**src/rtl/lcal_pkg.sv**
```systemverilog
// Shared constants, datapath operation codes and controller/datapath status for the LCA engine.
`default_nettype none

package lcal_pkg;

	// Node ids are 10 bits and every id maps onto a table row.
	localparam int NODE_W     = 10;
	localparam int NODES      = 1 << NODE_W;
	localparam int NODE_IDX_W = $clog2(NODES);
	localparam int DEPTH_W    = 10;
	localparam int LEVELS_DEF = 11;

	localparam logic [DEPTH_W-1:0] DEPTH_MAX = DEPTH_W'(NODES - 1);

	// Operation the controller asks of the datapath in the current cycle.
	typedef enum logic [3:0] {
		OP_NONE,
		OP_CLEAR,
		OP_LOAD,
		OP_A_RD,
		OP_A_FILL,
		OP_A_WR,
		OP_Q_RD,
		OP_Q_ORD,
		OP_Q_LIFT,
		OP_Q_CMP,
		OP_Q_CLIMB,
		OP_Q_FIN,
		OP_PUSH
	} dp_op_t;

	// Status the datapath reports back to the controller.
	typedef struct packed {
		logic node_zero;
		logic parent_zero;
		logic same;
		logic clear_last;
		logic slot_free;
	} dp_sts_t;

endpackage

`default_nettype wire

```
**src/rtl/lcal_ctrl.sv**
```systemverilog
// Controller state machine of the LCA engine: sequences clearing, attach and query walks.
`default_nettype none

module lcal_ctrl #(
	parameter int LEVELS = lcal_pkg::LEVELS_DEF,
	localparam int LEV_W = $clog2(LEVELS)
) (
	input  wire logic              clk,
	input  wire logic              arst_n,
	input  wire logic              req_valid,
	input  wire logic              req_kind,
	output logic                   req_ready,
	input  wire lcal_pkg::dp_sts_t sts,
	output lcal_pkg::dp_op_t       op,
	output logic [LEV_W-1:0]       lev
);

	typedef enum logic [11:0] {
		S_CLEAR   = 12'b0000_0000_0001,
		S_IDLE    = 12'b0000_0000_0010,
		S_A_RD    = 12'b0000_0000_0100,
		S_A_FILL  = 12'b0000_0000_1000,
		S_A_WR    = 12'b0000_0001_0000,
		S_Q_RD    = 12'b0000_0010_0000,
		S_Q_ORD   = 12'b0000_0100_0000,
		S_Q_LIFT  = 12'b0000_1000_0000,
		S_Q_CMP   = 12'b0001_0000_0000,
		S_Q_CLIMB = 12'b0010_0000_0000,
		S_Q_FIN   = 12'b0100_0000_0000,
		S_DONE    = 12'b1000_0000_0000
	} state_t;

	localparam logic [LEV_W-1:0] LEV_TOP = LEV_W'(LEVELS - 1);

	state_t           state_q, state_nx;
	logic [LEV_W-1:0] lev_q, lev_nx;

	always_comb begin
		state_nx  = state_q;
		lev_nx    = lev_q;
		op        = lcal_pkg::OP_NONE;
		req_ready = 1'b0;
		case (state_q)
			S_CLEAR: begin
				op = lcal_pkg::OP_CLEAR;
				if (sts.clear_last) begin
					state_nx = S_IDLE;
				end
			end
			S_IDLE: begin
				req_ready = 1'b1;
				if (req_valid) begin
					op       = lcal_pkg::OP_LOAD;
					state_nx = req_kind ? S_Q_RD : S_A_RD;
				end
			end
			S_A_RD: begin
				op = lcal_pkg::OP_A_RD;
				if (sts.node_zero) begin
					state_nx = S_IDLE;
				end else if (sts.parent_zero) begin
					state_nx = S_A_WR;
				end else begin
					state_nx = S_A_FILL;
					lev_nx   = LEV_W'(1);
				end
			end
			S_A_FILL: begin
				op = lcal_pkg::OP_A_FILL;
				if (lev_q == LEV_TOP) begin
					state_nx = S_A_WR;
				end else begin
					lev_nx = lev_q + LEV_W'(1);
				end
			end
			S_A_WR: begin
				op       = lcal_pkg::OP_A_WR;
				state_nx = S_IDLE;
			end
			S_Q_RD: begin
				op       = lcal_pkg::OP_Q_RD;
				state_nx = S_Q_ORD;
			end
			S_Q_ORD: begin
				op       = lcal_pkg::OP_Q_ORD;
				state_nx = S_Q_LIFT;
				lev_nx   = '0;
			end
			S_Q_LIFT: begin
				op = lcal_pkg::OP_Q_LIFT;
				if (lev_q == LEV_TOP) begin
					state_nx = S_Q_CMP;
				end else begin
					lev_nx = lev_q + LEV_W'(1);
				end
			end
			S_Q_CMP: begin
				op = lcal_pkg::OP_Q_CMP;
				if (sts.same) begin
					state_nx = S_DONE;
				end else begin
					state_nx = S_Q_CLIMB;
					lev_nx   = LEV_TOP;
				end
			end
			S_Q_CLIMB: begin
				op = lcal_pkg::OP_Q_CLIMB;
				if (lev_q == '0) begin
					state_nx = S_Q_FIN;
				end else begin
					lev_nx = lev_q - LEV_W'(1);
				end
			end
			S_Q_FIN: begin
				op       = lcal_pkg::OP_Q_FIN;
				state_nx = S_DONE;
			end
			S_DONE: begin
				if (sts.slot_free) begin
					op       = lcal_pkg::OP_PUSH;
					state_nx = S_IDLE;
				end
			end
			default: begin
				state_nx = S_IDLE;
			end
		endcase
	end

	always_ff @(posedge clk or negedge arst_n) begin
		if (!arst_n) begin
			state_q <= S_CLEAR;
			lev_q   <= '0;
		end else begin
			state_q <= state_nx;
			lev_q   <= lev_nx;
		end
	end

	assign lev = lev_q;

endmodule

`default_nettype wire

```
**config.mk**
```make
export PLATFORM = sky130hd
export DESIGN_NAME = lcal_ctrl
export DESIGN_NICKNAME = d
export VERILOG_FILES = /design/src/rtl/lcal_pkg.sv /design/src/rtl/lcal_ctrl.sv
export SDC_FILE = /design/constraint.sdc
export NUM_CORES = 1
export LEC_CHECK = 0
export BUFFER_PORTS_ARGS = -buffer_cell sky130_fd_sc_hd__buf_2
export CELL_PAD_IN_SITES_DETAIL_PLACEMENT = 0
export CELL_PAD_IN_SITES_GLOBAL_PLACEMENT = 2
export CORE_MARGIN = 2
export CORE_UTILIZATION = 38
export CTS_CLUSTER_DIAMETER = 80
export DETAILED_ROUTE_END_ITERATION = 10
export GPL_TIMING_DRIVEN = 0
export PLACE_DENSITY = 0.86
export SLEW_MARGIN = 30
export SYNTH_ARGS = -nofsm -noshare
export SYNTH_HDL_FRONTEND = slang
export SYNTH_SLANG_ARGS = --single-unit
```
**constraint.sdc**
```tcl
create_clock -name clk -period 6.6 [get_ports clk]
set_input_delay 0.66 -clock clk [delete_from_list [all_inputs] [get_ports clk]]
set_output_delay 0.66 -clock clk [all_outputs]
set_load 0.05 [all_outputs]
```
==> results.sh, run 1 <==
export IMPL_area_growth_pct=13.1
export IMPL_die_h_um=67.7
export IMPL_grt_pass1_wl_mm=7.00
export IMPL_cts_sinks=16
export IMPL_wl_mm=4.21
export IMPL_rsz0062_at_grt="no"
export IMPL_max_stage_delay_ns=0.59
export IMPL_timing_rr_start="state_q[6]"
export IMPL_max_clock_path_buffers=2
export IMPL_ios=18
export IMPL_synth_distinct_cells=62
export IMPL_outcome="complete, no violations"
export IMPL_antenna_found_initial=0
export IMPL_io_buffers=17
export IMPL_hpwl_mm=3.22
export IMPL_power_per_cell_area_nw_per_um2=339
export IMPL_seq_area_um2=402
export IMPL_grt_pass1_vias=1370
export IMPL_gp_congestion=0.916
export IMPL_fin_util=0.442
export IMPL_critPathMostFrequentCell="buf_2"
export IMPL_clock_fmax_mhz=305
export IMPL_hold_buffers=0
export IMPL_finClkSkew_ns=0.00307
export IMPL_yosys_warnings=0
export IMPL_grt_total_usage=0.209
export IMPL_wl_per_cell_um=17.2
export IMPL_drv_cap=0
export IMPL_synth_common_cells="15 x dfrtp_1, 13 x nor2_1, 11 x o21ai_0"
export IMPL_required_ns=5.94
export IMPL_dpl_worst_slack_ns=3.64
export IMPL_netSwitchingFraction=0.495
export IMPL_die_w_um=67.7
export IMPL_setup_viol=0
export IMPL_diodes=0
export IMPL_multiInputGateArea_um2=1020
export IMPL_synth_seq_cells=16
export IMPL_internal_power_mw=0.299
export IMPL_h_tree_depth=1
export IMPL_drv_slew=0
export IMPL_hp_class="in -> async"
export IMPL_fin_area_um2=1740
export IMPL_numCtsBuffers=3
export IMPL_core_um2=3940
export IMPL_ff2ff_path_depth=9
export IMPL_cts_root_buf="clkbuf_8"
export IMPL_layout_drive_gt1_share=0.268
export IMPL_die_area_um2=4580
export IMPL_cp_slowest_cell="nor4_4"
export IMPL_clk_pin_slew_ns=0.07
export IMPL_period_share=0.497
export IMPL_grt_max_degree=17
export IMPL_overflow=0
export IMPL_fin_crit_ns=3.28
export IMPL_layout_setup_ws_ns=3.32
export IMPL_r2r_slack_ns=3.90
export IMPL_synth_flop_cell="dfrtp_1"
export IMPL_num_nets_final=206
export IMPL_post_cts_buffers=0
export IMPL_critPathLaunch="state_q[6]"
export IMPL_initial_utilization=0.391
export IMPL_cpLargestDelayFamily="simple AND/OR/NAND/NOR gates"
export IMPL_netlist_area_um2=1540
export IMPL_synthTopCellsByArea="dfrtp_1 24%, nor4_4 4.1%, o21ai_0 3.6%"
export IMPL_cp_end_kind="output pin"
export IMPL_tightest_slew_ns=0.660
export IMPL_fillers=394
export IMPL_synthArstFlopShare=1.00
export IMPL_cts_tree="yes"
export IMPL_crit_fanout=10
export IMPL_syn_area_per_cell_um2=8.91
export IMPL_worstSetupPathType="reg -> out"
export IMPL_worstPathArrival_ns=2.62
export IMPL_synth_nets=184
export IMPL_vias=1479
export IMPL_syn_inst=173
export IMPL_row_count=23
export IMPL_yosysSeqAreaShare=0.261
export IMPL_critical_path_cell_chain="buf_2 > nor4_4 > nand2_1 > or4_1 > nand4_1 > buf_2"
export IMPL_synth_most_common_cell="dfrtp_1"
export IMPL_drc=0
export IMPL_yosys_area_top_type="dfrtp_1"
export IMPL_p_leak_nw=0.779
export IMPL_cp_num_buf_inv=2
export IMPL_cts_resized=0
export IMPL_synth_edff_count=0
export IMPL_fin_setup_tns_ns=0
export IMPL_max_vdd_ir_drop_uv=160
export IMPL_p_clk_frac=0.157
export IMPL_drt_iter0_markers=111
export IMPL_cp_start_kind="flop"
export IMPL_finalHoldViolations=0
export IMPL_power_frac_comb=0.628
export IMPL_max_slew_margin=0.557
export IMPL_power_switching_mw=0.292
export IMPL_placed_cell_area_um2=1690
export IMPL_r2r_end="lev[2]"
export IMPL_pwr_share_seq=0.215
export IMPL_synth_top_cell_area_share=0.244
export IMPL_clk_latency_ns=0.26
export IMPL_ant_nets=0
export IMPL_dr_pass1_iters=4
export IMPL_via_per_inst=6.06
[cells in the final DEF, fill, tap and decap left out, types with 4 or more instances in the layout]
cell | netlist | final
buf_2 | 6 | 23
dfrtp_1 | 15 | 15
nor2_1 | 13 | 13
o22ai_1 | 4 | 4
xor2_1 | 4 | 4
o21ai_0 | 11 | 11
nor3_1 | 7 | 7
nand2_1 | 10 | 10
buf_6 | 4 | 4
clkbuf_8 | 0 | 4
and3_1 | 4 | 4
nor4_1 | 5 | 5
nand2b_1 | 4 | 4
nand4_1 | 6 | 6
[registers in the layout, indices dropped and copies added (netlist names)]
signal / flops
state_q: 12
lev: 4
[how the worst max path moves through the flow]
stage                        to  slack [ns]  depth (start not counted)
after floorplan           op[1]        2.54                          6
after global placement    op[0]        3.64                          6
after detailed placement  op[0]        3.64                          6
after CTS                 op[0]        3.33                          6
after global routing      op[1]        3.09                          7
final                     op[0]        3.32                          6
[metal layers]
metal,global-route usage,part of all wire
met5,0,0
met4,0.0867,0.016
met3,0.0283,0.045
met2,0.311,0.45
met1,0.301,0.49
[power by group through the flow]
stage	clock network [mW]	registers (mW)	logic, mW
final	0.0929	0.127	0.371
after global routing	0.0997	0.129	0.403
after CTS	0.0962	0.127	0.371
after detailed placement	0	0.129	0.369
after global placement	0	0.128	0.368
after floorplan	0	0.154	0.265
[area by class of cell]
type	instances	share of cell area
multi-input combinational	138	0.584
tap	50	0.0359
inverter	4	0.0115
timing repair buffer	17	0.0488
sequential	16	0.230
buffer	15	0.0581
clock buffer	4	0.0316
[through the flow]
stage	instances	hold slack (ns)	power (mW)
final	244	0.317	0.591
after global routing	244	0.345	0.632
after CTS	244	0.327	0.594
after detailed placement	240	0.599	0.498
after global placement	240	0.589	0.496
after floorplan	173	0.364	0.419
[cell families (layout without fill, tap and decap cells)]
| family | after synthesis | count (layout) | share of synthesized area |
|---|---|---|---|
| compound gates | 41 | 41 | 0.201 |
| xor+xnor | 7 | 7 | 0.0398 |
| fa+ha+maj | 2 | 2 | 0.0162 |
| buf+inv | 19 | 40 | 0.0787 |
| flops | 16 | 16 | 0.261 |
| mux | 6 | 6 | 0.0446 |
| simple gates | 82 | 82 | 0.360 |
Note: power is estimated with default switching activity, not from simulation.
==> run 2: changes to the inputs <==
--- a/config.mk
+++ b/config.mk
@@ -5,15 +5,16 @@
 export SDC_FILE = /design/constraint.sdc
 export NUM_CORES = 1
 export LEC_CHECK = 0
+export ABC_AREA = 1
 export BUFFER_PORTS_ARGS = -buffer_cell sky130_fd_sc_hd__buf_2
 export CELL_PAD_IN_SITES_DETAIL_PLACEMENT = 0
 export CELL_PAD_IN_SITES_GLOBAL_PLACEMENT = 2
 export CORE_MARGIN = 2
-export CORE_UTILIZATION = 38
+export CORE_UTILIZATION = 28
 export CTS_CLUSTER_DIAMETER = 80
 export DETAILED_ROUTE_END_ITERATION = 10
 export GPL_TIMING_DRIVEN = 0
-export PLACE_DENSITY = 0.86
+export PLACE_DENSITY = 0.77
 export SLEW_MARGIN = 30
 export SYNTH_ARGS = -nofsm -noshare
 export SYNTH_HDL_FRONTEND = slang
==> constraint.sdc (replaced) <==
create_clock -name clk -period 2.7 [get_ports clk]
set_input_delay 0.27 -clock clk [delete_from_list [all_inputs] [get_ports clk]]
set_output_delay 0.27 -clock clk [all_outputs]
set_load 0.05 [all_outputs]
==> run 2 against run 1 <==
Net effect:
- wire length is 30% lower
- sequential share of layout area grew 5.0 points
- critical path type unchanged
- combinational power grew to 3.0 times the previous value
- flip-flop and latch count is the same
- sequential power grew to 3.0 times the previous value
- hold slack got worse by 0.17 ns
- final area fell by 18%
==> results.sh, run 2 <==
export IMPL_outcome="complete, no violations"
export IMPL_die_w_um=70.0
export IMPL_wl_per_cell_um=11.7
export IMPL_numCtsBuffers=3
export IMPL_hold_start="sts[1]"
export IMPL_grt_max_degree=17
export IMPL_yosys_area_top_type="dfrtp_1"
export IMPL_max_clock_path_buffers=2
export IMPL_synth_adder_area_share=0.0205
export IMPL_p_clk_frac=0.129
export IMPL_cts_root_buf="clkbuf_8"
export IMPL_drt_iter0_markers=39
export IMPL_critPathLaunch="state_q[1]"
export IMPL_syn_inst=177
export IMPL_clock_fmax_mhz=435
export IMPL_die_h_um=70.0
export IMPL_synth_compound_area_frac=0.0482
export IMPL_most_common_layout_cells="43 x nand2_1, 27 x inv_1, 23 x nor2_1"
export IMPL_synth_most_common_cell="nand2_1"
export IMPL_synthTopCellsByArea="dfrtp_1 31%, nand2_1 13%, inv_1 8.3%"
export IMPL_largest_reg_flops=12
export IMPL_clk_pin_slew_ns=0.07
export IMPL_critPathMostFrequentCell="o21ai_0"
export IMPL_num_nets_final=211
export IMPL_max_stage_delay_ns=0.40
export IMPL_synth_common_cells="43 x nand2_1, 27 x inv_1, 23 x nor2_1"
export IMPL_total_power_mw=1.72
export IMPL_hp_class="in -> reg"
export IMPL_syn_area_per_cell_um2=6.89
export IMPL_fin_crit_ns=2.30
export IMPL_cts_tree="yes"
export IMPL_required_ns=2.43
export IMPL_core_um2=4260
export IMPL_synthArstFlopShare=1.00
export IMPL_row_count=24
export IMPL_setup_viol=0
export IMPL_power_frac_comb=0.651
export IMPL_antenna_found_initial=0
export IMPL_critical_path_cell_chain="nor2_1 > nand2_2 > nor2_2 > inv_1 > o21ai_0 > nor3_1 > o21ai_0 > buf_2"
export IMPL_area_growth_pct=17.6
export IMPL_crit_fanout=4
export IMPL_synth_nets=188
export IMPL_grt_total_usage=0.133
export IMPL_grt_pass1_wl_mm=5.20
export IMPL_dr_pass1_iters=4
export IMPL_cp_depth=8
export IMPL_die_area_um2=4900
export IMPL_fin_util=0.337
export IMPL_vias=1135
export IMPL_synth_xor_area_share=0.00718
export IMPL_tightest_slew_ns=0.452
export IMPL_overflow=0
export IMPL_yosys_warnings=0
export IMPL_final_common_cell="nand2_1"
export IMPL_p_leak_nw=0.848
export IMPL_gp_congestion=0.862
export IMPL_fillers=472
export IMPL_cp_slowest_cell="dfrtp_1"
export IMPL_layout_drive_gt1_share=0.241
export IMPL_via_per_inst=4.52
export IMPL_netlist_area_um2=1220
export IMPL_worstPathArrival_ns=2.03
export IMPL_synth_top_family_by_area="simple AND/OR/NAND/NOR gates"
export IMPL_cp_end_kind="output pin"
export IMPL_period_share=0.851
export IMPL_max_slew_margin=0.697
export IMPL_io_buffers=17
export IMPL_ff2ff_path_depth=13
export IMPL_fin_setup_tns_ns=0
export IMPL_drv_slew=0
export IMPL_ios=18
export IMPL_pwr_share_seq=0.220
export IMPL_finClkSkew_ns=0.00114
export IMPL_synth_top_cell_area_share=0.308
export IMPL_diodes=0
export IMPL_yosysSeqAreaShare=0.329
export IMPL_netSwitchingFraction=0.566
export IMPL_drv_cap=0
export IMPL_grt_pass1_vias=1121
export IMPL_synth_edff_count=0
export IMPL_initial_utilization=0.286
export IMPL_timing_rr_start="state_q[1]"
export IMPL_max_vdd_ir_drop_uv=567
export IMPL_power_per_cell_area_nw_per_um2=1200
export IMPL_cp_start_kind="flop"
export IMPL_top_register="state_q"
export IMPL_clk_latency_ns=0.25
export IMPL_synthMuxAreaShare=0
export IMPL_cpLargestDelayFamily="simple AND/OR/NAND/NOR gates"
export IMPL_internal_power_mw=0.747
export IMPL_wl_mm=2.93
export IMPL_synth_simple_gate_area_frac=0.495
export IMPL_synth_flop_cell="dfrtp_1"
export IMPL_cts_sinks=16
export IMPL_rsz0062_at_grt="no"
export IMPL_hpwl_mm=2.39
export IMPL_ant_nets=0
export IMPL_power_switching_mw=0.972
export IMPL_cp_num_buf_inv=2
export IMPL_finalHoldViolations=0
export IMPL_synth_distinct_cells=27
export IMPL_worstSetupPathType="reg -> out"
export IMPL_h_tree_depth=1
export IMPL_holdPathStages=2
export IMPL_drc=0
export IMPL_synth_seq_cells=16
[run 2: cell types whose count changed after synthesis, moves of 7 or more]
cell	delta
nand3_1	+10
o21ai_0	-7
nand2_1	+33
nor2_1	+10
inv_1	+24
[run 2: final cells by class]
type | count | area, um2 | area share
repair buffers | 18 | 95.1 | 0.0663
flip-flops and latches | 16 | 402 | 0.280
multi-input cells | 129 | 697 | 0.486
clock buffers | 4 | 55.1 | 0.0384
inverters | 32 | 121 | 0.0846
well taps | 52 | 65.1 | 0.0453
[run 2: repair_timing]
item | CTS | global route
hold endpoints to repair | 15 | 0
setup buffers | 0 | 0
hold buffers | 1 | 0
resized for setup | 0 | 0
[run 2: worst reg2reg max path, stage by stage (launching register included)]
cell and delay, ns:
dfrtp_1 0.40, nor2_1 0.21, nand2_2 0.14, nor2_8 0.21
nand2_4 0.11, clkinv_2 0.08, ha_1 0.26, nand4_1 0.11
nand2_1 0.05, inv_1 0.06, nand2_1 0.05, nand2_1 0.05
nand3_1 0.08, a21oi_1 0.16
[run 2: logic make-up (layout without fill, tap and decap cells)]
kind of cell    Yosys count  after routing
buf+inv                  32             54
compound gates           11             11
fa+ha+maj                 2              2
simple gates            115            115
xor+xnor                  1              1
flops                    16             16
[run 2: power by group through the flow]
stage          registers [mW]  logic, mW  clock network [mW]
2_1_floorplan           0.470      0.800                   0
3_3_place_gp            0.379       1.13                   0
3_5_place_dp            0.381       1.12                   0
4_1_cts                 0.377       1.13               0.227
5_1_grt                 0.389       1.24               0.238
6_report                0.378       1.12               0.222
[run 2: final timing paths]
check,to,slack [ns]
setup / recovery,op[1],0.40
hold / removal,state_q[0],0.15
setup reg to reg,lev[3],0.65
hold reg to reg,state_q[3],0.55
max in group asynchronous,state_q[0],1.94
min in group asynchronous,state_q[2],0.46
[run 2: through the flow]
| stage | hold WS, ns | area (um2) | worst slack (ns) | cells |
|---|---|---|---|---|
| 2_1_floorplan | -0.0256 | 1220 | 0.377 | 177 |
| 3_3_place_gp | 0.207 | 1370 | 0.664 | 246 |
| 3_5_place_dp | 0.216 | 1370 | 0.633 | 246 |
| 4_1_cts | 0.147 | 1440 | 0.346 | 251 |
| 5_1_grt | 0.166 | 1440 | 0.180 | 251 |
| 6_report | 0.146 | 1440 | 0.401 | 251 |
[run 2: layer usage]
| layer | vias to the layer above | GRT usage | routed length (um) |
|---|---|---|---|
| met5 | - | 0 | 0 |
| met4 | 0 | 0.0449 | 40 |
| met3 | 4 | 0.0216 | 106 |
| met2 | 20 | 0.212 | 1340 |
| met1 | 508 | 0.184 | 1440 |
| li1 | 603 | - | - |
==> run 3: changes to the inputs <==
--- a/config.mk
+++ b/config.mk
@@ -19,3 +19,4 @@
 export SYNTH_ARGS = -nofsm -noshare
 export SYNTH_HDL_FRONTEND = slang
 export SYNTH_SLANG_ARGS = --single-unit
+export TNS_END_PERCENT = 100
==> constraint.sdc (replaced) <==
create_clock -name clk -period 1.9 [get_ports clk]
set_input_delay 0.19 -clock clk [delete_from_list [all_inputs] [get_ports clk]]
set_output_delay 0.19 -clock clk [all_outputs]
set_load 0.05 [all_outputs]
==> run 3 against run 2 <==
Net effect:
- the flow now finishes with violations (setup timing)
- setup slack worse by 0.45 ns
- critical path depth unchanged
- wire length rose by 17%
- first-iteration DRC count down 13%
- core utilization rose by 7.5 points
- flip-flop and latch count unchanged
- sequential share of layout area down 5.1 points
- non-clock buffer count increased by 17
- register-to-register slack worse by 0.59 ns
- sequential power rose by 50%
- final area grew 22%
- critical endpoint unchanged
- largest power group unchanged
==> results.sh, run 3 (synthesized netlist as in run 2, its figures left out) <==
export IMPL_layout_drive_gt1_share=0.433
export IMPL_via_per_inst=4.61
export IMPL_row_count=24
export IMPL_h_tree_depth=1
export IMPL_final_common_cell="nand2_1"
export IMPL_fin_util=0.411
export IMPL_critPathMostFrequentCell="nor2_4"
export IMPL_grt_pass1_vias=1261
export IMPL_io_buffers=17
export IMPL_fin_setup_tns_ns=-0.0627
export IMPL_area_growth_pct=43.8
export IMPL_diodes=0
export IMPL_final_instance_count_excl_fill=269
export IMPL_crit_fanout=4
export IMPL_cts_root_buf="clkbuf_8"
export IMPL_max_slew_margin=0.748
export IMPL_power_per_cell_area_nw_per_um2=1770
export IMPL_drv_slew=0
export IMPL_wl_mm=3.42
export IMPL_initial_utilization=0.286
export IMPL_violations="setup timing"
export IMPL_overflow=0
export IMPL_vias=1239
export IMPL_die_w_um=70.0
export IMPL_total_power_mw=3.10
export IMPL_cp_slowest_cell="dfstp_2"
export IMPL_die_area_um2=4900
export IMPL_ant_nets=0
export IMPL_wl_per_cell_um=12.7
export IMPL_worstPathArrival_ns=1.76
export IMPL_max_clock_path_buffers=2
export IMPL_outcome="finished, violations left"
export IMPL_p_leak_nw=0.960
export IMPL_antenna_found_initial=0
export IMPL_dr_pass1_iters=4
export IMPL_setup_viol=2
export IMPL_grt_pass1_wl_mm=5.66
export IMPL_hpwl_mm=2.40
export IMPL_clk_pin_slew_ns=0.07
export IMPL_cp_end_kind="output pin"
export IMPL_fin_area_um2=1750
export IMPL_dp_cells=246
export IMPL_ios=18
export IMPL_cp_num_buf_inv=1
export IMPL_grt_total_usage=0.142
export IMPL_core_um2=4260
export IMPL_grt_max_degree=17
export IMPL_clk_latency_ns=0.25
export IMPL_top_register="state_q"
export IMPL_numCtsBuffers=3
export IMPL_tightest_slew_ns=0.378
export IMPL_period_share=1.02
export IMPL_max_stage_delay_ns=0.56
export IMPL_cts_tree="yes"
export IMPL_most_common_layout_cells="36 x nand2_1, 25 x inv_1, 17 x nor2_1"
export IMPL_cts_sinks=16
export IMPL_gp_congestion=0.811
export IMPL_max_vdd_ir_drop_uv=878
export IMPL_finalHoldViolations=0
export IMPL_required_ns=1.71
export IMPL_hold_slack_ns=0.0785
export IMPL_drv_cap=0
export IMPL_num_nets_final=229
export IMPL_finClkSkew_ns=0.00477
export IMPL_die_h_um=70.0
export IMPL_largest_reg_flops=12
export IMPL_cpLargestDelayFamily="simple AND/OR/NAND/NOR gates"
export IMPL_layout_setup_ws_ns=-0.0467
export IMPL_cp_start_kind="flop"
export IMPL_dpl_worst_slack_ns=-0.127
export IMPL_drt_iter0_markers=34
export IMPL_clock_fmax_mhz=514
export IMPL_hp_class="in -> reg"
export IMPL_worstSetupPathType="reg -> out"
export IMPL_placed_cell_area_um2=1370
export IMPL_rsz0062_at_grt="yes"
export IMPL_fin_crit_ns=1.95
export IMPL_drc=0
export IMPL_critical_path_cell_chain="nor2_4 > nand2_4 > nor2_4 > nand2_2 > o21ai_4 > nor3_2 > o21ai_1 > buf_6"
## run 3: where the power goes
group	switching [mW]	internal (mW)	total (mW)
registers	0.131	0.434	0.566
logic	1.39	0.822	2.21
clock network	0.137	0.184	0.322
## run 3: layer usage
layer | share of wire | global-route usage | vias to the layer above
li1 | - | - | 637
met1 | 0.48 | 0.188 | 580
met2 | 0.48 | 0.238 | 16
met3 | 0.022 | 0.0188 | 6
met4 | 0.020 | 0.0491 | 0
met5 | 0 | 0 | -
## run 3: worst reg2reg max path: cells and delay by family (launching register included)
family,cells,cell delay [ns]
buf+inv,3,0.21
xor+xnor,1,0.13
fa+ha+maj,1,0.16
flops,1,0.42
compound gates,1,0.07
simple gates,8,0.76
## run 3: repair_timing
item / 4_1_cts / 5_1_grt
resized for setup: 20 / 28
setup buffers: 11 / 6
pin swaps: 9 / 18
hold buffers: 1 / 0
hold endpoints to repair: 15 / 0
endpoints found under the setup margin: 6 / 15
gates cloned: 1 / 0
## run 3: path summary, 6_finish.rpt
check,endpoint,startpoint,slack [ns],depth (start not counted)
hold / removal,state_q[0],sts[1],0.08,2
setup / recovery,op[1],state_q[0],-0.05,8
min in group asynchronous,state_q[2],arst_n,0.38,2
setup reg to reg,lev[2],state_q[5],0.06,14
max in group asynchronous,state_q[0],arst_n,1.21,2
hold reg to reg,state_q[0],state_q[0],0.63,4
## run 3: cell type report
class | instances | area (um2)
inverter | 32 | 123
sequential | 16 | 402
fill | 445 | 2510
tap | 52 | 65.1
clock buffer | 4 | 55.1
multi-input combinational | 130 | 856
timing repair buffer | 35 | 254
